===== src/hw/rtl/gcb_div_pipe.sv =====
// Pipelined restoring divider, one quotient bit per stage.
module gcb_div_pipe #(
	parameter int NUM_W = 27,
	parameter int DEN_W = 10
) (
	input  logic clk,
	input  logic en,
	input  logic [NUM_W-1:0] num,
	input  logic [DEN_W-1:0] den,
	output logic [NUM_W-1:0] quo
);
	logic [DEN_W-1:0] rem_s [NUM_W-1];
	logic [NUM_W-1:0] num_s [NUM_W-1];
	logic [DEN_W-1:0] den_s [NUM_W-1];
	logic [NUM_W-1:0] quo_s [NUM_W];

	for (genvar k = 0; k < NUM_W; k++) begin : g_stage
		logic [DEN_W-1:0] rem_p;
		logic [DEN_W-1:0] den_p;
		logic [NUM_W-1:0] num_p;
		logic [NUM_W-1:0] quo_p;
		logic [DEN_W:0] trial;
		logic take;

		if (k == 0) begin : g_first
			assign rem_p = '0;
			assign den_p = den;
			assign num_p = num;
			assign quo_p = '0;
		end else begin : g_next
			assign rem_p = rem_s[k-1];
			assign den_p = den_s[k-1];
			assign num_p = num_s[k-1];
			assign quo_p = quo_s[k-1];
		end

		assign trial = {rem_p, num_p[NUM_W-1]};
		assign take = trial >= {1'b0, den_p};

		always_ff @(posedge clk) begin
			if (en) begin
				quo_s[k] <= {quo_p[NUM_W-2:0], take};
			end
		end

		if (k < NUM_W - 1) begin : g_carry
			always_ff @(posedge clk) begin
				if (en) begin
					rem_s[k] <= take ? DEN_W'(trial - {1'b0, den_p}) : trial[DEN_W-1:0];
					num_s[k] <= num_p << 1;
					den_s[k] <= den_p;
				end
			end
		end
	end

	assign quo = quo_s[NUM_W-1];

endmodule


===== config.mk =====
export PLATFORM = sky130hd
export DESIGN_NAME = gcb_div_pipe
export DESIGN_NICKNAME = d
export VERILOG_FILES = /design/src/hw/rtl/gcb_div_pipe.sv
export SDC_FILE = /design/constraint.sdc
export NUM_CORES = 1
export LEC_CHECK = 0
export ABC_CLOCK_PERIOD_IN_PS = 3150
export BUFFER_PORTS_ARGS = -buffer_cell sky130_fd_sc_hd__buf_4
export CORE_ASPECT_RATIO = 1.25
export CORE_MARGIN = 5
export CORE_UTILIZATION = 63
export DETAILED_ROUTE_END_ITERATION = 16
export PLACE_DENSITY = 0.85
export SYNTH_ARGS = -nofsm -noshare
export SYNTH_HDL_FRONTEND = slang
export SYNTH_SLANG_ARGS = --single-unit

===== constraint.sdc =====
create_clock -name clk -period 3.15 [get_ports clk]
set_clock_uncertainty 0.15 [all_clocks]
set_input_delay 0.7875 -clock clk [delete_from_list [all_inputs] [get_ports clk]]
set_output_delay 0.7875 -clock clk [all_outputs]
set_load 0.1 [all_outputs]

Word-level counts from Yosys, hierarchy flattened:

Memories as Yosys holds them, arrays and structs flattened.
Cells that the tools add are included.

* flip-flop bits (word level): 0
* RAM bits: 1925
* input port bits: 39
* output and inout port bits: 27
* word-level logic and storage cells: 85
* memories kept: 4

Memories
* quo_s: depth 27, width 27, rd ports 27, clocked after memory_dff 0, wr ports 27, RTL line 15 `logic [NUM_W-1:0] quo_s [NUM_W];`
* num_s: depth 26, width 26, rd ports 26, clocked after memory_dff 0, wr ports 26, RTL line 13 `logic [NUM_W-1:0] num_s [NUM_W-1];`
* den_s: depth 26, width 10, rd ports 26, clocked after memory_dff 0, wr ports 26, RTL line 14 `logic [DEN_W-1:0] den_s [NUM_W-1];`
* rem_s: depth 26, width 10, rd ports 26, clocked after memory_dff 0, wr ports 26, RTL line 12 `logic [DEN_W-1:0] rem_s [NUM_W-1];`

* add/subtract/negate cells: 26
* $lt $le $gt $ge: 27
* muxes and demuxes: 28

Operator list (count)
* $ge 11x10->1: 26
* $mux 10: 26
* $sub 10x10->10: 25
* $ge 1x10->1: 1
* $sub 1x10->10: 1
* $mux 1: 2

Longest topological paths before layout:

An unclocked memory read counts as a cell.

* depth in word-level cells: 3
* mapped depth: 10
* mapped depth without buffers: 10

Worst setup path before layout:

No wires, ideal clock.

* path kind: flip-flop to flip-flop
* from: memory num_s[15][25] in the netlist's numbering
* to: memory rem_s[16][8], data pin
* setup time: 0.260 ns
* arrival: 2.075 ns
* data required time: 2.740 ns
* path slack: 0.665 ns
* cell stages (with the launch flop): 11
* path buffers: 0
* clock period less this slack: 2.485 ns
* path through: edfxtp_1 inv_1 ha_1 inv_1 fa_1 a21o_1 a21oi_2 nor2_1 a2111oi_2 xnor2_1 mux2_4

RTL lines (RTL line)
* from (decl): 13
* to (decl): 12

==> impl_metrics.ini <==
[outcome]
status = finished clean

[clock_tree]
htree_levels = 3
cts_root_buf = clkbuf_16
tritoncts = built
path_clk_slew_ns = 0.06
cts_hold_buffers = 0
post_cts_buffers = 0
worstSkewPairLatency_ns = 0.73
cts.path.max_buffers = 3
ctsResizeCount = 0
cts_buffers = 114
clock-sinks = 1249

[die]
io_pins = 66
die_area_sq_um = 89200
start_util_pct = 63.5
die_w_microns = 268
core_area_sq_um = 82700
fp.dieH_microns = 333
rows = 118

[detailed_routing]
dr.pass1.iters = 5
viasPerCell = 5.78
drc = 0
num_vias = 27103
drtIter0Drc = 1760
wl_per_cell_microns = 18.6
postRouteAntennaNets = 0
wl_mm = 87.0

[global_routing]
antenna_found_initial = 0
grt_overflow = 0
grt_pass1_wl_mm = 142
grt_pass1_vias = 28348
grt_start_max_net_pins = 102
grt.total_usage_pct = 19.6

[placement]
portBuffers = 65
placedCellCount = 4477
routabilityCongestion = 0.839
dp_hpwl_mm = 56.4
placed_area_sq_um = 54900
place_ws_ns = 0.389

[yosys]
synthXorXnorAreaFrac_pct = 2.37
synth_top_area_cell = edfxtp_1
synth_top_cell_area_share_pct = 71.5
synth_top_family_by_area = compound AO/OA/AOI/OAI gates
synth_mux_area_share_pct = 5.31
async_flop_share_pct = 0
netlist_instances = 3290
synth-edff-count = 1249
syn_nets = 3616
syn_area_sq_um = 52500
avgSynthCellArea_sq_um = 15.9
synth.area.top_cells = edfxtp_1, ha_1, inv_1, mux2_2, a21oi_1
yosysSeqAreaShare_pct = 71.5
synth_flop_cell = edfxtp_1
yosysWarnings = 0
yosysUniqueCellTypes = 53
ys_ff_latch = 1249
synth_compound_area_share_pct = 7.81
synthSimpleGateAreaFrac_pct = 2.99
synthAdderAreaFrac_pct = 7.20

[cells_and_area]
nFillCells = 5039
num_antenna_cells = 0
ff_latch_area_sq_um = 37500
multiInputGateArea_sq_um = 13500
fin_nets = 3839
area_delta_synth_final_pct = 12.1
fin_cells = 4686
drive_gt1_share_pct = 12.4
fin_area_sq_um = 58800

[setup_path]
r2r-start = num_s[14][25]$_DFFE_PP_
cp.required_ns = 3.46
path_max_fanout = 3
critPathKind = reg2reg
worst_setup_path_start_kind = flop
r2r_cells = 10
cp-end-kind = flop
rrSetupSlack_ns = 0.25
crit_arrival_ns = 3.21
r2r_end = rem_s[15][8]$_DFFE_PP_

[min_path]
holdCritStartpoint = num[15]
hold_end = num_s[0][15]$_DFFE_PP_
hp-class = in2reg
min_delay_path_depth = 1

[power_and_ir_drop]
peakVddDrop_uv = 521
p_per_area_nw_per_um2 = 918
leakage_nw = 22.5

[sta]
finalSetupViolations = 0
min_period_ns = 2.90
finalWorstSetupSlack_ns = 0.247
setup_total_negative_slack_ns = 0
drv_slew = 0
grt_setup_unrepaired = no
worst_slew_pin_slew_ns = 0.789
hold_viol = 0
fin_crit_sh_pct = 92.2
max_freq_mhz = 345
slew_headroom_pct = 47.0

[flow_run]
drv_cap = 0
[cell usage after synthesis (16+ instances only)]
library cell	n
edfxtp_1	1249
inv_1	355
ha_1	262
a21oi_1	219
nand2_1	125
nor2_1	119
mux2_2	118
o21ai_0	98
mux2_1	86
xnor2_1	78
a21o_1	73
xor2_1	64
o21a_1	55
a211oi_1	49
nand2b_1	32
fa_1	25
mux2i_1	25
a211o_1	24
o21bai_1	24
o31ai_1	19
a31oi_1	17
mux2_4	16
[per-layer routing]
metal / vias up / routed length [microns] / track usage (%)
met3: 248 / 3410 / 3.39
met1: 13355 / 32100 / 22.2
li1: 12818 / - / -
met4: 0 / 3460 / 8.04
met2: 682 / 48000 / 36.6
met5: - / 0 / 0
[sequential cells by signal (all words and copies together) (netlist names)]
name / flops
num_s: 351
rem_s: 260
den_s: 260
quo_s: 378
[critical path: stages (launching register included)]
cell and delay, ns:
edfxtp_1 0.41, inv_1 0.11, ha_1 0.21, inv_1 0.07
fa_1 0.43, a211o_1 0.35, a21oi_1 0.23, o21ai_1 0.09
a21oi_1 0.23, xnor2_1 0.09, mux2_2 0.26
[cell type report]
cell class | instances | share of cell area (%)
Clock buffer | 134 | 4.98
Clock inverter | 75 | 1.70
Inverter | 355 | 2.27
Multi-Input combinational cell | 1665 | 22.9
Sequential cell | 1249 | 63.8
Tap cell | 1080 | 2.30
Timing Repair Buffer | 128 | 2.06
[how the worst max path moves through the flow]
stage | start | end | slack, ns
after global placement | den[7] | rem_s[0][0]$_DFFE_PP_ | 0.43
after floorplan | num_s[15][25]$_DFFE_PP_ | rem_s[16][8]$_DFFE_PP_ | 0.66
after CTS | rem_s[3][3]$_DFFE_PP_ | rem_s[4][3]$_DFFE_PP_ | 0.26
after detailed placement | den_s[9][0]$_DFFE_PP_ | rem_s[10][8]$_DFFE_PP_ | 0.39
after global routing | num_s[13][25]$_DFFE_PP_ | rem_s[14][8]$_DFFE_PP_ | 0.14
final | num_s[14][25]$_DFFE_PP_ | rem_s[15][8]$_DFFE_PP_ | 0.25
[placed cells by master, fill, tap and decap left out, drive strengths merged, types with 5 or more instances in the layout]
| cell | n |
|---|---|
| edfxtp | 1249 |
| inv | 356 |
| ha | 262 |
| a21oi | 221 |
| mux2 | 220 |
| clkbuf | 134 |
| buf | 128 |
| nand2 | 125 |
| nor2 | 124 |
| o21ai | 112 |
| xnor2 | 78 |
| a21o | 74 |
| xor2 | 64 |
| o21a | 55 |
| clkinv | 50 |
| a211oi | 49 |
| nand2b | 32 |
| mux2i | 25 |
| fa | 25 |
| a211o | 24 |
| o21bai | 24 |
| o311ai | 23 |
| o31ai | 19 |
| a31oi | 19 |
| bufinv | 18 |
| nor3 | 14 |
| nand3 | 14 |
| or3 | 14 |
| nand3b | 12 |
| o2111ai | 11 |
| nand4 | 6 |
| clkinvlp | 6 |
| o41ai | 5 |
[cell families (layout without fill, tap and decap cells)]
group	Yosys count	in the layout
AO/OA/AOI/OAI	642	642
XOR/XNOR	142	142
adder cells (fa/ha/maj)	287	287
buffers and inverters	376	692
flip-flops	1249	1249
multiplexers	245	245
AND/OR/NAND/NOR	349	349
[through the flow]
stage | hold slack, ns | power, mW | utilization [%]
finish | 0.104 | 54.0 | 71.1
floorplan | 0.250 | 35.6 | -
detailed placement | 0.255 | 39.6 | 66.4
global placement | 0.250 | 38.8 | 66.4
global route | 0.0573 | 56.9 | 71.1
CTS | 0.0552 | 54.2 | 71.1
[report_power, final]
part / switching (mW) / internal [mW]
logic: 8.68 / 7.56
registers: 1.35 / 22.1
clock network: 6.05 / 8.18
No activity file was read; power rests on OpenSTA's default activity.
