**src/hw/rtl/gcb_pkg.sv**
```systemverilog
// Shared constants, types and constant functions of the gamma curve generator.
package gcb_pkg;

	localparam int MAX_ENTRIES = 4096;
	localparam int IDX_W = 12;
	localparam int M_W = 17;
	localparam int LOG_W = 20;
	localparam int T_W = 27;
	localparam int ACC_W = 31;
	localparam int CF_W = 24;

	localparam logic [2:0] REG_BRIGHTNESS = 3'd0;
	localparam logic [2:0] REG_CONTRAST = 3'd1;
	localparam logic [2:0] REG_GAMMA = 3'd2;
	localparam logic [2:0] REG_MAX_VALUE = 3'd3;
	localparam logic [2:0] REG_TABLE_SIZE = 3'd4;

	typedef struct packed {
		logic err;
		logic zero_i;
		logic signed [7:0] bright;
		logic signed [7:0] contr;
		logic [9:0] gam;
		logic [15:0] maxv;
	} side_t;

	function automatic logic [63:0] isqrt64(input logic [63:0] v);
		logic [63:0] rem;
		logic [63:0] res;
		logic [63:0] bv;
		rem = v;
		res = '0;
		bv = 64'h4000_0000_0000_0000;
		for (int i = 0; i < 32; i++) begin
			if (rem >= res + bv) begin
				rem = rem - (res + bv);
				res = (res >> 1) + bv;
			end else begin
				res = res >> 1;
			end
			bv = bv >> 2;
		end
		return res;
	endfunction

	// 2^-(2^-k) in Q30, each a square root of the one before
	function automatic logic [29:0] root_const(input int k);
		logic [63:0] c;
		c = isqrt64(64'd1 << 59);
		for (int j = 1; j < k; j++) begin
			c = isqrt64(c << 30);
		end
		return c[29:0];
	endfunction

endpackage

```
**src/hw/rtl/gcb_log2_stage.sv**
```systemverilog
// One squaring step of the log2 fraction, for the index and the table size.
module gcb_log2_stage #(
	parameter int J = 0
) (
	input  logic clk,
	input  logic en,
	input  logic [gcb_pkg::M_W-1:0] mi,
	input  logic [gcb_pkg::M_W-1:0] mn,
	input  logic [gcb_pkg::LOG_W-1:0] ri,
	input  logic [gcb_pkg::LOG_W-1:0] rn,
	output logic [gcb_pkg::M_W-1:0] mi_o,
	output logic [gcb_pkg::M_W-1:0] mn_o,
	output logic [gcb_pkg::LOG_W-1:0] ri_o,
	output logic [gcb_pkg::LOG_W-1:0] rn_o
);
	import gcb_pkg::*;

	localparam int POS = 15 - J;

	logic [2*M_W-1:0] sq_i;
	logic [2*M_W-1:0] sq_n;
	logic [M_W:0] s_i;
	logic [M_W:0] s_n;

	assign sq_i = mi * mi;
	assign sq_n = mn * mn;
	assign s_i = sq_i[2*M_W-1:16];
	assign s_n = sq_n[2*M_W-1:16];

	always_ff @(posedge clk) begin
		if (en) begin
			mi_o <= s_i[M_W] ? s_i[M_W:1] : s_i[M_W-1:0];
			mn_o <= s_n[M_W] ? s_n[M_W:1] : s_n[M_W-1:0];
			ri_o <= ri | (LOG_W'(s_i[M_W]) << POS);
			rn_o <= rn | (LOG_W'(s_n[M_W]) << POS);
		end
	end

endmodule

```
**config.mk**
```make
export PLATFORM = sky130hd
export DESIGN_NAME = gcb_log2_stage
export DESIGN_NICKNAME = d
export VERILOG_FILES = /design/src/hw/rtl/gcb_pkg.sv /design/src/hw/rtl/gcb_log2_stage.sv
export SDC_FILE = /design/constraint.sdc
export NUM_CORES = 1
export LEC_CHECK = 0
export BUFFER_PORTS_ARGS = -buffer_cell sky130_fd_sc_hd__buf_2
export CAP_MARGIN = 20
export CORE_MARGIN = 8
export CORE_UTILIZATION = 60
export DETAILED_ROUTE_END_ITERATION = 8
export GPL_ROUTABILITY_DRIVEN = 1
export PLACE_DENSITY = 0.78
export SLEW_MARGIN = 20
export SYNTH_ARGS = -nofsm -noshare
export SYNTH_HDL_FRONTEND = slang
export SYNTH_SLANG_ARGS = --single-unit
```
**constraint.sdc**
```tcl
create_clock -name clk -period 9.4 [get_ports clk]
set_input_delay 1.88 -clock clk [delete_from_list [all_inputs] [get_ports clk]]
set_output_delay 1.88 -clock clk [all_outputs]
set_load 0.01 [all_outputs]
```
# Word-level counts from Yosys, hierarchy flattened
# Index checks and enable logic that the tools add are counted.
op_classes:
  mux: 2
  n_mul: 2
  n_bitwise: 2
op_table:
  columns: ["operator", "n"]
  rows:
  - ["17-bit by 17-bit multiplier with 34-bit output", 2]
  - ["20-bit by 16-bit OR with 20-bit output", 2]
  - ["16-bit two-way mux", 2]
word_totals:
  reg_bits: 74
  elab_cells: 12
  inputBits: 76
  out_inout_bits: 74

# Longest topological paths before layout
logic_depth:
  ltp_word: 2
  depth_mapped: 25
  ltp_nobuf: 23

# Worst setup path after synthesis
# No wires, ideal clock.
synth_path:
  path_type: "input port to flip-flop"
  startpoint: "input port mn[14] (netlist name)"
  endpoint: "register mn_o[6] (netlist name) (data pin)"
  t_required_ps: 9140
  arrival_ps: 7547
  setup_time_ps: 260
  path_buffers: 3
  cell_stages: 21
  slack_ps: 1594
  cell_sequence: "clkbuf_1 -> clkbuf_1 -> nand2_1 -> fa_1 -> fa_1 -> fa_1 -> inv_1 -> fa_1 -> fa_1 -> inv_1 -> fa_1 -> inv_1 -> ha_1 -> a21oi_1 -> o21ai_0 -> a41oi_1 -> a31oi_1 -> o21a_1 -> a211oi_2 -> buf_2 -> mux2_2"
synth_via:
  elab_chain_len: 2
synth_rtl:
  columns: ["element", "line_no", "rtl"]
  rows:
  - ["from (decl)", "gcb_log2_stage.sv:8", "input logic [gcb_pkg::M_W-1:0] mn,"]
  - ["17-bit by 17-bit multiplier with 34-bit output", "gcb_log2_stage.sv:26", "assign sq_n = mn * mn;"]
  - ["16-bit two-way mux", "gcb_log2_stage.sv:33", "mn_o <= s_n[M_W] ? s_n[M_W:1] : s_n[M_W-1:0];"]
  - ["to (signal assigned)", "gcb_log2_stage.sv:33", null]
  - ["to (decl)", "gcb_log2_stage.sv:12", "output logic [gcb_pkg::M_W-1:0] mn_o,"]
# Every way passes these cells.
# A chain may end at the register's enable or synchronous reset.

# Final worst setup path
layout_path:
  startpoint: "input port mi[4] (netlist name)"
  endpoint: "register mi_o[14] (netlist name) (data pin)"
layout_via:
  elab_chain_len: 2
layout_rtl:
  columns: ["element", "line_no", "rtl"]
  rows:
  - ["from (decl)", "gcb_log2_stage.sv:7", "input logic [gcb_pkg::M_W-1:0] mi,"]
  - ["17-bit by 17-bit multiplier with 34-bit output", "gcb_log2_stage.sv:25", "assign sq_i = mi * mi;"]
  - ["16-bit two-way mux", "gcb_log2_stage.sv:32", "mi_o <= s_i[M_W] ? s_i[M_W:1] : s_i[M_W-1:0];"]
  - ["to (signal assigned)", "gcb_log2_stage.sv:32", null]
  - ["to (decl)", "gcb_log2_stage.sv:11", "output logic [gcb_pkg::M_W-1:0] mi_o,"]
# Every way passes these cells.

==> impl_metrics.yaml <==
layout:
  nets: 2718
  antenna_cells: 0
  syn_to_final_growth_pct: 7.27
  drive_gt1_share_pct: 9.44
  n_fill_cell: 2446
synth:
  synth_edf_count: 74
  synth_compound_area_share_pct: 6.28
  ys_warn_count: 0
  muxShareOfSynthArea_pct: 1.15
  synth_flop_cell: "edfxtp_1"
  synthXorXnorAreaFrac_pct: 2.80
  syn_area_per_cell_um2: 9.62
  postSynthCellCount: 1940
  synthAdderAreaFrac_pct: 54.8
  async_flop_share_pct: 0
  yosysSeqAreaShare_pct: 11.9
  ys_ff_latch: 74
  synth_fp_nets: 2608
  synthSimpleGateAreaFrac_pct: 10.6
  synth_area_mm2: 0.0187
  synthDistinctLibCells: 62
  synth_top_family_by_area: "adder cells"
routing:
  dr.pass1.iters: 5
  ant_nets: 0
  vias_per_cell: 5.37
  drcViolationCount: 0
  vias: 13200
  first_iter_violations: 733
  wire_per_inst_um: 16.8
  wl_um: 41100
placement:
  dp_hpwl_um: 35100
  port_buffers: 149
  gp_congestion: 0.916
global_routing:
  globalRoute.busiestLayer: "met2"
  grt_use_met2_pct: 41.9
  grt_max_degree: 75
  antenna_found_initial: 0
  use_met1_pct: 29.3
  grt.overflow.total: 0
  grt_use_met3_pct: 5.02
  track_usage_pct: 23.8
  grt_first_pass_wirelength_um: 70600
  grt_pass1_vias: 14900
clocking:
  root_buffer: "clkbuf_16"
  ctsResizeCount: 0
  clock-sinks: 74
  cts_hold_buf: 0
  path_clk_slew_ps: 60
  htree_levels: 3
  cts_made_buffers: 9
  cts_setup_buffers: 0
  clk_path_buf_depth: 2
  tritoncts: "done"
floorplan:
  die_w_um: 192
  row_count: 64
  die_area_mm2: 0.0370
  start_util_pct: 61.0
  die_y_um: 192
  io_pins: 150
  core-area_mm2: 0.0306
setup_path:
  worstSetupPathType: "input port to flop"
  cp-start-kind: "input port"
  arrival_ps: 8500
  cp-end-kind: "flop"
  worstPathMaxFanout: 22
  required_ps: 9540
flow_run:
  drv_cap: 0
outcome:
  run_status: "finished clean"
sta:
  setup_violations: 0
  fin_tns_setup_ps: 0
  finalCriticalPeriod_ps: 8360
  max_freq_mhz: 120
  period_share_pct: 88.9
  slew_viol_final: 0
  tightest_slew_ps: 1010
  relSlewSlack_pct: 32.2
  rsz0062_at_grt: "false"
  hold_viol_final: 0
min_path:
  hold_class: "input port to flop"
[registers in the layout, summed over array words and instances, names as in the netlist]
register / flops
mi_o: 17
mn_o: 17
ri_o: 20
rn_o: 20
[routing by layer]
layer	vias to the layer above	routed length, µm
met5	-	0
met4	0	938
met3	66	2950
met2	417	20900
met1	6602	16300
li1	6087	-
[cells in the mapped netlist, types with 3 or more instances]
| cell type | number | area [µm²] |
|---|---|---|
| a41oi_1 | 3 | 26.3 |
| mux2i_1 | 9 | 90.1 |
| nor3_1 | 10 | 50.1 |
| buf_2 | 4 | 20.0 |
| a21o_1 | 21 | 158 |
| nand2b_1 | 3 | 18.8 |
| o22ai_1 | 5 | 31.3 |
| nor2_1 | 43 | 161 |
| and2_1 | 111 | 694 |
| inv_1 | 561 | 2110 |
| o21a_1 | 4 | 30.0 |
| o21bai_1 | 7 | 52.6 |
| fa_1 | 376 | 7530 |
| a211oi_1 | 9 | 67.6 |
| o211ai_1 | 3 | 22.5 |
| or3_1 | 3 | 18.8 |
| or2_2 | 7 | 43.8 |
| nand2_1 | 191 | 717 |
| a31oi_1 | 4 | 25.0 |
| xnor2_1 | 42 | 368 |
| nand4_1 | 10 | 62.6 |
| xor2_1 | 14 | 123 |
| edfxtp_1 | 74 | 2220 |
| nor2b_1 | 12 | 75.1 |
| a21oi_1 | 47 | 235 |
| and3_1 | 6 | 37.5 |
| mux2_2 | 10 | 113 |
| ha_1 | 216 | 2700 |
| clkbuf_1 | 46 | 173 |
| o21ai_0 | 30 | 150 |
| nand3_1 | 15 | 75.1 |
| o31ai_1 | 5 | 37.5 |
| a221oi_1 | 5 | 43.8 |
[worst max-delay path, stage by stage]
cell,delay [ps]
buf_2,220
nand2_1,160
inv_1,70
fa_1,530
inv_1,50
fa_1,490
fa_1,520
inv_1,60
fa_1,490
fa_1,490
inv_1,50
fa_1,470
inv_1,40
ha_1,280
nand2_1,130
o31ai_1,410
a21oi_1,200
o31ai_4,400
a31oi_4,170
xnor2_2,810
o21ai_0,210
o32ai_1,340
[cells by family (layout without fill, tap and decap cells)]
logic type / Yosys count / in the layout
buffers and inverters: 613 / 728
adder cells (fa/ha/maj): 592 / 592
AND/OR/NAND/NOR: 414 / 414
AO/OA/AOI/OAI: 169 / 169
flip-flops: 74 / 74
XOR/XNOR: 58 / 58
multiplexers: 20 / 20
[cells in the final DEF (no fill, tap or decap), drive strengths merged, types with 4 or more instances in the layout]
cell type / instances
inv: 563
fa: 376
ha: 216
nand2: 191
buf: 151
and2: 111
edfxtp: 74
a21oi: 47
nor2: 43
xnor2: 43
o21ai: 31
a21o: 21
nand3: 15
xor2: 15
nor2b: 12
mux2: 11
nand4: 10
nor3: 10
a211oi: 10
mux2i: 9
clkbuf: 9
or2: 7
o21bai: 7
and3: 6
a221oi: 6
o31ai: 6
o22ai: 5
a31oi: 5
o21a: 4
[layout make-up]
| class | instances | area, µm² | share of cell area (%) |
|---|---|---|---|
| Multi-Input combinational cell | 1253 | 14100 | 70.6 |
| Sequential cell | 74 | 2220 | 11.1 |
| Inverter | 561 | 2110 | 10.5 |
| Timing Repair Buffer | 151 | 763 | 3.81 |
| Tap cell | 396 | 495 | 2.48 |
| Clock buffer | 9 | 225 | 1.13 |
| Clock inverter | 7 | 76.3 | 0.381 |
[worst paths after layout]
| check | from | to | slack [ps] | depth (start not counted) |
|---|---|---|---|---|
| worst min-delay path | rn[7] | rn_o[7]$_DFFE_PP_ | 1720 | 1 |
| worst max-delay path | mi[4] | mi_o[14]$_DFFE_PP_ | 1040 | 22 |
[per-stage QoR]
step	area, µm²	utilization [%]	std cells	hold slack, ps	setup WS (ps)
after global routing	20000	65.4	2451	1710	605
after floorplan	18700	-	1940	1980	1590
after global placement	19700	64.5	2435	2060	896
after detailed placement	19700	64.5	2435	2060	735
final	20000	65.4	2451	1720	1040
after CTS	20000	65.4	2451	1710	1090
Power is not shown: default switching activity piles up to over one toggle a cycle in this logic, so the estimate is an artifact.
