[config.mk]
export PLATFORM = sky130hd
export DESIGN_NAME = gcb_pow_stage
export DESIGN_NICKNAME = d
export VERILOG_FILES = /design/src/hw/rtl/gcb_pkg.sv /design/src/hw/rtl/gcb_pow_stage.sv
export SDC_FILE = /design/constraint.sdc
export NUM_CORES = 1
export LEC_CHECK = 0
export ABC_CLOCK_PERIOD_IN_PS = 9600
export BUFFER_PORTS_ARGS = -buffer_cell sky130_fd_sc_hd__buf_2
export CORE_ASPECT_RATIO = 1.1
export CORE_MARGIN = 3
export CORE_UTILIZATION = 38
export CTS_BUF_LIST = sky130_fd_sc_hd__clkbuf_8
export DETAILED_ROUTE_END_ITERATION = 7
export SYNTH_ARGS = -nofsm -noshare
export SYNTH_HDL_FRONTEND = slang
export SYNTH_SLANG_ARGS = --single-unit
[constraint.sdc]
create_clock -name clk -period 9.6 [get_ports clk]
set_input_delay 1.44 -clock clk [delete_from_list [all_inputs] [get_ports clk]]
set_output_delay 1.44 -clock clk [all_outputs]
set_load 0.05 [all_outputs]
[src/hw/rtl/gcb_pkg.sv]
// Shared constants, types and constant functions of the gamma curve generator.
package gcb_pkg;

	localparam int MAX_ENTRIES = 4096;
	localparam int IDX_W = 12;
	localparam int M_W = 17;
	localparam int LOG_W = 20;
	localparam int T_W = 27;
	localparam int ACC_W = 31;
	localparam int CF_W = 24;

	localparam logic [2:0] REG_BRIGHTNESS = 3'd0;
	localparam logic [2:0] REG_CONTRAST = 3'd1;
	localparam logic [2:0] REG_GAMMA = 3'd2;
	localparam logic [2:0] REG_MAX_VALUE = 3'd3;
	localparam logic [2:0] REG_TABLE_SIZE = 3'd4;

	typedef struct packed {
		logic err;
		logic zero_i;
		logic signed [7:0] bright;
		logic signed [7:0] contr;
		logic [9:0] gam;
		logic [15:0] maxv;
	} side_t;

	function automatic logic [63:0] isqrt64(input logic [63:0] v);
		logic [63:0] rem;
		logic [63:0] res;
		logic [63:0] bv;
		rem = v;
		res = '0;
		bv = 64'h4000_0000_0000_0000;
		for (int i = 0; i < 32; i++) begin
			if (rem >= res + bv) begin
				rem = rem - (res + bv);
				res = (res >> 1) + bv;
			end else begin
				res = res >> 1;
			end
			bv = bv >> 2;
		end
		return res;
	endfunction

	// 2^-(2^-k) in Q30, each a square root of the one before
	function automatic logic [29:0] root_const(input int k);
		logic [63:0] c;
		c = isqrt64(64'd1 << 59);
		for (int j = 1; j < k; j++) begin
			c = isqrt64(c << 30);
		end
		return c[29:0];
	endfunction

endpackage

[src/hw/rtl/gcb_pow_stage.sv]
// One step of 2^-f: multiply by a root constant when the fraction bit is set.
module gcb_pow_stage #(
	parameter int K = 1
) (
	input  logic clk,
	input  logic en,
	input  logic [gcb_pkg::ACC_W-1:0] acc,
	input  logic [gcb_pkg::T_W-1:0] t,
	output logic [gcb_pkg::ACC_W-1:0] acc_o,
	output logic [gcb_pkg::T_W-1:0] t_o
);
	import gcb_pkg::*;

	localparam int POS = 16 - K;
	localparam logic [29:0] ROOT = root_const(K);

	logic [ACC_W+29:0] prod;

	assign prod = acc * ROOT;

	always_ff @(posedge clk) begin
		if (en) begin
			acc_o <= t[POS] ? prod[ACC_W+29:30] : acc;
			t_o <= t;
		end
	end

endmodule

# [Yosys cells after proc, flatten, opt, wreduce, memory -nomap -nowiden]
# Index checks and enable logic that the tools add are counted.
[totals] register_bits=58 inputBits=60 output_inout_bits=58 word_cells=4
[op_classes] multipliers=1 n_mux=1
[op_table] cell="multiplier 31 x 28 -> 59 bit (second input constant)" count=1
[op_table] cell="2-to-1 mux 31 bit" count=1

# [Longest topological paths before layout]
# Gate-level depths: netlist (run 1).
[depth] ltp_word=2 depth_mapped=23 mapped_depth_nobuf=22

# [Least setup slack after synthesis (run 1)]
# OpenSTA, ideal clock, no wires.
[synth_timing] kind="input to register" start="input acc[21] in the netlist's numbering" end="register acc_o[29] in the netlist's numbering, data pin" setup_ns=0.271 arrival_ns=7.189 required_time_ns=9.329 setup_slack_ns=2.140 path_stages=23 path_buffers=1 cell_sequence="ha_1 -> fa_1 -> inv_1 -> fa_1 -> inv_1 -> fa_1 -> inv_1 -> fa_1 -> inv_1 -> fa_1 -> inv_1 -> fa_1 -> inv_1 -> ha_1 -> buf_4 -> a21oi_4 -> o21ai_1 -> a22o_1 -> and2_1 -> or4_4 -> a31o_4 -> a2111oi_4 -> a211oi_1"
[synth_between] elab_chain_cells=2
[synth_rtl] element="from (decl)" line="gcb_pow_stage.sv:7" source="input logic [gcb_pkg::ACC_W-1:0] acc,"
[synth_rtl] element="multiplier 31 x 28 -> 59 bit" line="gcb_pow_stage.sv:19" source="assign prod = acc * ROOT;"
[synth_rtl] element="2-to-1 mux 31 bit" line="gcb_pow_stage.sv:23" source="acc_o <= t[POS] ? prod[ACC_W+29:30] : acc;"
[synth_rtl] element="to (signal assigned)" line="gcb_pow_stage.sv:23"
[synth_rtl] element="to (decl)" line="gcb_pow_stage.sv:9" source="output logic [gcb_pkg::ACC_W-1:0] acc_o,"
# Every way passes these cells.
# A chain may end at the register's enable or synchronous reset.

# [Worst setup path after layout (run 1)]
[layout_timing] start="input acc[21] in the netlist's numbering" end="register acc_o[21] in the netlist's numbering, data pin"
[layout_between] elab_chain_cells=2
[layout_rtl] element="multiplier 31 x 28 -> 59 bit" line="gcb_pow_stage.sv:19"
[layout_rtl] element="2-to-1 mux 31 bit (*)" line="gcb_pow_stage.sv:23"
# Mark *: on every way between the ends. The rest lies on a longest branch, timed or not.

==> impl_metrics.env, run 1 <==
export IMPL_worst_pin_slew_ns=1.07
export IMPL_die_w_um=209
export IMPL_start_util=0.385
export IMPL_ys_ff_latch=58
export IMPL_synthArstFlopShare=0
export IMPL_clkTransAtPathRegs_ns=0.07
export IMPL_path_cells="buf_2 -> ha_1 -> fa_1 -> inv_1 -> fa_1 -> inv_1 -> fa_1 -> inv_1 -> fa_1 -> inv_1 -> fa_1 -> inv_1 -> fa_1 -> inv_1 -> ha_1 -> nand2_1 -> nor4_1 -> a22o_1 -> a211oi_1 -> o31ai_1 -> mux2i_1 -> o211ai_1"
export IMPL_coreArea_um2=44600
export IMPL_vias=12100
export IMPL_crit_family="adder cells"
export IMPL_crit_path_top_delay_cell="nor4_1"
export IMPL_antenna_found_initial=1
export IMPL_num_rows=81
export IMPL_cts_buffers=9
export IMPL_rsz0062_at_grt="no"
export IMPL_synth_main_ff_cell="edfxtp_1"
export IMPL_postCtsHoldBufs=0
export IMPL_status="completed"
export IMPL_final_cell_mix="inv_1 (556), ha_1 (349), fa_1 (305)"
export IMPL_hp_start="t[3]"
export IMPL_cts_sinks=58
export IMPL_hold_path_cell_count=1
export IMPL_cts_tree="built"
export IMPL_cp_end_kind="flip-flop"
export IMPL_ys_warn_count=0
export IMPL_crit_required_ns=9.63
export IMPL_cp_startpoint="acc[21]"
export IMPL_syn_nets=2418
export IMPL_portBuffers=117
export IMPL_holdCritPathClass="in2reg"
export IMPL_gp_congestion=0.953
export IMPL_die_y_um=229
export IMPL_slowest_delay_ns=0.63
export IMPL_wl_per_cell_um=20.4
export IMPL_cts_root_buf="clkbuf_8"
export IMPL_nNetsFinal=2523
export IMPL_worstPathArrival_ns=8.03
export IMPL_pin_count=118
export IMPL_clockBufferDepth=2
export IMPL_cts_setup_buffers=0
export IMPL_cts_resized=0
export IMPL_drt_vias_per_instance=5.05
export IMPL_track_usage=0.206
export IMPL_area_growth_synth_to_final_pct=8.21
export IMPL_synthDistinctLibCells=64
export IMPL_fin_tns_setup_ns=0
export IMPL_critPathBufInv=7
export IMPL_drc_errors=0
export IMPL_cp_depth=22
export IMPL_ys_seq_area_frac=0.101
export IMPL_finalCriticalPeriod_ns=7.99
export IMPL_synth_cells=1704
export IMPL_drive_above_1_share=0.0871
export IMPL_htree_levels=3
export IMPL_worstSetupPathType="in2reg"
export IMPL_worst_path_max_fanout=8
export IMPL_maxSlewViolCount=0
export IMPL_syn_area_per_cell_um2=10.1
export IMPL_dp_hpwl_um=43300
export IMPL_fin_crit_sh=0.833
export IMPL_dieArea_um2=47800
export IMPL_synth_edf_count=58
export IMPL_n_fill_cell=4406
export IMPL_gr_total_overflow=0
export IMPL_dr_pass1_iters=5
export IMPL_start_kind="primary input"
export IMPL_finalSetupViolations=0
export IMPL_drt_total_wl_um=48800
export IMPL_ant_nets=0
export IMPL_grt_pass1_wl_um=75500
export IMPL_fmax_mhz=125
export IMPL_grt_max_degree=59
export IMPL_grt_pass1_vias=13200
export IMPL_relSlewSlack=0.290
export IMPL_final_common_cell="inv_1"
export IMPL_cap_violations=0
export IMPL_finalHoldViolations=0
export IMPL_synth_area_um2=17200
export IMPL_drtIter0Drc=733
## kinds of logic after synthesis
group | share of synthesized area
XOR/XNOR | 0.0230
multiplexers | 0.0117
AO/OA/AOI/OAI | 0.0796
buffers and inverters | 0.128
flip-flops | 0.101
adder cells (fa/ha/maj) | 0.610
AND/OR/NAND/NOR | 0.0461
## registers in the layout (all words and copies together), names as in the netlist
name,cells
t_o,27
acc_o,31
## synthesized netlist by cell type (all sizes together) (3+ instances only)
cell | number | area, µm²
edfxtp | 58 | 1740
o221ai | 6 | 52.6
ha | 349 | 4370
nand2 | 44 | 165
nor2 | 21 | 78.8
nor3 | 12 | 70.1
o21ai | 29 | 149
a211oi | 9 | 67.6
mux2i | 10 | 100
a21o | 38 | 285
or3 | 3 | 18.8
mux2 | 9 | 101
and3 | 8 | 50.1
nand3 | 15 | 75.1
buf | 8 | 60.1
inv | 555 | 2080
clkbuf | 16 | 61.3
nor4 | 5 | 37.5
a21oi | 51 | 282
nand4 | 18 | 113
a31oi | 11 | 68.8
o2111ai | 5 | 43.8
nand2b | 5 | 31.3
o211ai | 11 | 82.6
o31ai | 4 | 30.0
o21bai | 7 | 52.6
xor2 | 24 | 210
xnor2 | 21 | 184
o21a | 6 | 45.0
fa | 305 | 6110
and2 | 13 | 81.3
## cell type report
| cell class | instances | area, µm² | share of cell area |
|---|---|---|---|
| Antenna cell | 1 | 2.50 | 0.000135 |
| Clock buffer | 9 | 124 | 0.00667 |
| Clock inverter | 7 | 85.1 | 0.00458 |
| Inverter | 555 | 2080 | 0.112 |
| Multi-Input combinational cell | 1067 | 13200 | 0.712 |
| Sequential cell | 58 | 1740 | 0.0937 |
| Tap cell | 581 | 727 | 0.0391 |
| Timing Repair Buffer | 118 | 593 | 0.0319 |
## metrics by stage
step | hold WS (ns) | instance area, µm² | setup slack [ns] | std cells | utilization
4_1_cts | 1.24 | 18600 | 1.63 | 2395 | 0.417
5_1_grt | 1.24 | 18600 | 1.31 | 2395 | 0.417
3_5_place_dp | 1.62 | 18400 | 1.21 | 2379 | 0.412
6_report | 1.26 | 18600 | 1.61 | 2396 | 0.417
2_1_floorplan | 1.54 | 17200 | 2.14 | 1704 | -
3_3_place_gp | 1.62 | 18400 | 1.31 | 2379 | 0.412
## final timing paths
path	end	slack, ns
max	acc_o[21]	1.61
min	t_o[3]	1.26
## metal layers
metal | track usage | up-vias | wire, µm
met4 | 0.0758 | 2 | 1920
met2 | 0.361 | 301 | 24800
met3 | 0.0189 | 86 | 1660
met1 | 0.266 | 6134 | 20400
met5 | 0 | - | 13
li1 | - | 5573 | -
Power of run 1 is left out: the tool's default activity adds up to more than one toggle a clock period on the data nets, which glitch-free logic cannot reach.
==> run 2, diff against run 1 <==
ABC_CLOCK_PERIOD_IN_PS = 8000   (was 9600)
clock period = 8 ns   (was 9.6 ns; I/O delays follow)
==> run 2 against run 1 <==
Compared with the run above: setup slack worse by 1.2 ns; non-clock buffer count up 24; routed wire length up 0.50%; sequential cell count unchanged; clock-buffer cell count unchanged; cell area up 1.2%; critical path depth unchanged; core utilization up 0.49 points; sequential share of layout area down 0.11 points; first-iteration DRC count down 4.2%; critical endpoint unchanged; largest cell class unchanged.
==> impl_metrics.env, run 2 (synthesis results as in run 1) <==
export IMPL_cts_resized=0
export IMPL_worst_path_max_fanout=6
export IMPL_drc_errors=0
export IMPL_start_kind="primary input"
export IMPL_rsz0062_at_grt="no"
export IMPL_cts_tree="built"
export IMPL_relSlewSlack=0.326
export IMPL_reg_top3="acc_o x31, t_o x27"
export IMPL_fmax_mhz=132
export IMPL_cts_sinks=58
export IMPL_track_usage=0.207
export IMPL_cap_violations=0
export IMPL_dieArea_um2=47800
export IMPL_diodes=0
export IMPL_gr_total_overflow=0
export IMPL_dp_hpwl_um=44200
export IMPL_drtIter0Drc=702
export IMPL_final_cell_mix="inv_1 (555), ha_1 (349), fa_1 (305)"
export IMPL_worstPathArrival_ns=7.69
export IMPL_largest_reg_flops=31
export IMPL_grt_max_degree=59
export IMPL_drive_above_1_share=0.100
export IMPL_grt_pass1_wl_um=75300
export IMPL_holdCritPathClass="in2reg"
export IMPL_crit_required_ns=8.09
export IMPL_vias=12200
export IMPL_cts_root_buf="clkbuf_8"
export IMPL_num_rows=81
export IMPL_pin_count=118
export IMPL_portBuffers=117
export IMPL_worstSetupPathType="in2reg"
export IMPL_gp_congestion=0.942
export IMPL_htree_levels=3
export IMPL_status="completed"
export IMPL_start_util=0.385
export IMPL_finalSetupViolations=0
export IMPL_pre_cts_ws_ns=-0.00456
export IMPL_ant_nets=0
export IMPL_maxSlewViolCount=0
export IMPL_cts_buffers=9
export IMPL_coreArea_um2=44600
export IMPL_final_common_cell="inv_1"
export IMPL_layout_setup_ws_ns=0.404
export IMPL_grt_pass1_vias=13200
export IMPL_die_y_um=229
export IMPL_drt_vias_per_instance=5.04
export IMPL_multi_input_comb_area_um2=13200
export IMPL_finalHoldViolations=0
export IMPL_drt_total_wl_um=49100
export IMPL_area_growth_synth_to_final_pct=9.48
export IMPL_cts_setup_buffers=0
export IMPL_final_design_area_no_fill_um2=18800
export IMPL_wl_per_cell_um=20.3
export IMPL_dr_pass1_iters=5
export IMPL_top_register="acc_o"
export IMPL_worst_pin_slew_ns=1.01
export IMPL_die_w_um=209
export IMPL_fin_crit_sh=0.949
export IMPL_nNetsFinal=2547
export IMPL_placed_cell_area_um2=18600
export IMPL_finalCriticalPeriod_ns=7.60
export IMPL_clkTransAtPathRegs_ns=0.11
export IMPL_n_fill_cell=4414
export IMPL_final_core_util=0.422
export IMPL_postCtsHoldBufs=0
export IMPL_cp_end_kind="flip-flop"
export IMPL_antenna_found_initial=0
export IMPL_final_seq_area_um2=1740
export IMPL_clockBufferDepth=2
-- run 2: cell types whose count changed in the layout (fill, tap and decap cells not counted) --
cell / delta
buf_4: +24
bufinv_16: +1
clkinv_1: -1
clkinv_2: -2
clkinv_4: +2
clkinvlp_4: -1
diode_2: -1
inv_1: -1
inv_6: +2
-- run 2: worst paths after layout --
kind	slack (ns)	end	cells after the start	start
worst min-delay path	1.02	t_o[6]	1	t[6]
worst max-delay path	0.40	acc_o[21]	22	acc[24]
-- run 2: layout make-up --
class,instances,share of cell area
multi-input cells,1067,0.703
inverters,555,0.111
flip-flops and latches,58,0.0926
repair buffers,142,0.0411
well taps,581,0.0387
clock inverters,7,0.00666
clock buffers,9,0.00659
-- run 2: layer usage --
| layer | track usage | wire, µm | share of wire | up-vias |
|---|---|---|---|---|
| met5 | 0 | 0 | 0 | - |
| met4 | 0.0674 | 1810 | 0.037 | 0 |
| met3 | 0.0345 | 2390 | 0.049 | 83 |
| met2 | 0.367 | 25000 | 0.51 | 301 |
| met1 | 0.256 | 19900 | 0.41 | 6176 |
| li1 | - | - | - | 5621 |
-- run 2: critical path, stage by stage --
cell and delay, ns:
buf_2 0.25, ha_1 0.36, inv_1 0.10, fa_1 0.56, fa_1 0.57, inv_1 0.06
fa_1 0.51, inv_1 0.06, fa_1 0.60, inv_1 0.07, fa_1 0.48, inv_1 0.05
fa_1 0.47, inv_1 0.04, ha_1 0.39, nand2_1 0.14, nor4_1 0.56, a22o_1 0.23
a211oi_1 0.08, o31ai_1 0.49, mux2i_1 0.26, o211ai_1 0.14
-- run 2: metrics by stage --
stage / hold slack [ns] / TNS [ns] / cells
2_1_floorplan: 1.30 / 0 / 1704
6_report: 1.02 / 0 / 2419
3_3_place_gp: 1.38 / 0 / 2403
5_1_grt: 1.00 / 0 / 2419
3_5_place_dp: 1.38 / -0.00456 / 2403
4_1_cts: 1.00 / 0 / 2419
Power of run 2 is left out for the same reason.
==> run 3, diff against run 2 <==
PLACE_DENSITY_LB_ADDON = 0.2   (was not set)
==> run 3 against run 2 <==
Compared with the run above: die area stayed put; final cell count increased by 1.1%; sequential share of layout area shrank 0.082 points; global-route usage up 1.1 points; clock-buffer cell count unchanged; non-clock buffer count increased by 25; core utilization grew 0.38 points; via count up 0.70%; critical path depth unchanged; worst hold slack worse by 0.014 ns; routed wire length up 3.5%; sequential cell count did not move.
==> impl_metrics.env, run 3 (synthesis results as in run 1) <==
export IMPL_gp_congestion=0.938
export IMPL_cap_violations=0
export IMPL_finalSetupViolations=0
export IMPL_top_register="acc_o"
export IMPL_status="completed"
export IMPL_crit_path_top_delay_cell="fa_1"
export IMPL_wl_per_cell_um=20.8
export IMPL_fin_crit_sh=0.940
export IMPL_grt_use_met3=0.0170
export IMPL_portBuffers=117
export IMPL_drt_vias_per_instance=5.01
export IMPL_start_util=0.385
export IMPL_gr_total_overflow=0
export IMPL_crit_end="acc_o[13]"
export IMPL_grt_max_degree=59
export IMPL_dieArea_um2=47800
export IMPL_nNetsFinal=2572
export IMPL_top_usage_layer="met2"
export IMPL_postCtsHoldBufs=0
export IMPL_final_common_cell="inv_1"
export IMPL_cp_startpoint="acc[12]"
export IMPL_clkTransAtPathRegs_ns=0.08
export IMPL_htree_levels=3
export IMPL_num_rows=81
export IMPL_cp_depth=22
export IMPL_rsz0062_at_grt="no"
export IMPL_drive_above_1_share=0.112
export IMPL_cpMostUsedCell="fa_1"
export IMPL_dr_pass1_iters=5
export IMPL_drtIter0Drc=618
export IMPL_relSlewSlack=0.435
export IMPL_finalCriticalPeriod_ns=7.52
export IMPL_clockBufferDepth=2
export IMPL_holdCritPathClass="in2reg"
export IMPL_drt_total_wl_um=50800
export IMPL_cts_buffers=9
export IMPL_coreArea_um2=44600
export IMPL_crit_required_ns=8.09
export IMPL_final_cell_mix="inv_1 (555), ha_1 (349), fa_1 (305)"
export IMPL_maxSlewViolCount=0
export IMPL_use_met1=0.271
export IMPL_pin_count=118
export IMPL_crit_family="adder cells"
export IMPL_fmax_mhz=133
export IMPL_reg_top3="acc_o x31, t_o x27"
export IMPL_hp_start="t[19]"
export IMPL_ant_nets=0
export IMPL_finalHoldViolations=0
export IMPL_drc_errors=0
export IMPL_grt_use_met2=0.400
export IMPL_dp_hpwl_um=46300
export IMPL_cts_resized=0
export IMPL_fin_tns_setup_ns=0
export IMPL_path_cells="buf_2 -> ha_1 -> fa_1 -> fa_1 -> inv_1 -> fa_1 -> inv_1 -> fa_1 -> fa_1 -> inv_1 -> fa_1 -> inv_1 -> ha_1 -> buf_4 -> a21oi_1 -> o211ai_1 -> o221ai_1 -> o211ai_1 -> a211oi_1 -> o21ai_0 -> xnor2_1 -> mux2i_1"
export IMPL_antenna_found_initial=1
export IMPL_die_y_um=229
export IMPL_grt_pass1_wl_um=78800
export IMPL_worstPathArrival_ns=7.61
export IMPL_start_kind="primary input"
export IMPL_vias=12300
export IMPL_cts_root_buf="clkbuf_8"
export IMPL_worst_pin_slew_ns=0.847
export IMPL_cts_setup_buffers=0
export IMPL_cts_tree="built"
export IMPL_cts_sinks=58
export IMPL_cp_end_kind="flip-flop"
export IMPL_slowest_delay_ns=0.56
export IMPL_track_usage=0.218
export IMPL_critPathBufInv=6
export IMPL_area_growth_synth_to_final_pct=10.5
export IMPL_die_w_um=209
export IMPL_worst_path_max_fanout=7
export IMPL_largest_reg_flops=31
export IMPL_grt_pass1_vias=13500
export IMPL_worstSetupPathType="in2reg"
==> run 3: cell type report <==
cell class	count	area, µm²
diodes	2	5.00
clock inverters	7	101
clock buffers	9	124
flip-flops and latches	58	1740
well taps	581	727
fillers	4444	25600
repair buffers	167	961
inverters	555	2080
multi-input cells	1067	13200
==> run 3: worst min path at each step <==
stage,to,cells after the start
after global placement,t_o[6],1
final,t_o[19],1
after global routing,t_o[19],1
after CTS,t_o[19],1
after floorplan,t_o[0],0
after detailed placement,t_o[12],1
==> run 3: layer usage <==
metal | vias to the layer above | share of wire
met4 | 0 | 0.032
met3 | 58 | 0.027
met2 | 250 | 0.53
li1 | 5696 | -
met1 | 6262 | 0.41
met5 | - | 0
==> run 3: through the flow <==
stage	area [µm²]	util	hold WS, ns	worst slack (ns)	instances
3_3_place_gp	18700	0.420	1.38	0.0883	2428
3_5_place_dp	18700	0.420	1.38	0.152	2428
2_1_floorplan	17200	-	1.30	0.780	1704
6_report	19000	0.425	1.00	0.479	2446
5_1_grt	19000	0.425	0.970	0.224	2445
4_1_cts	19000	0.425	0.954	0.555	2444
Power of run 3 is left out for the same reason.
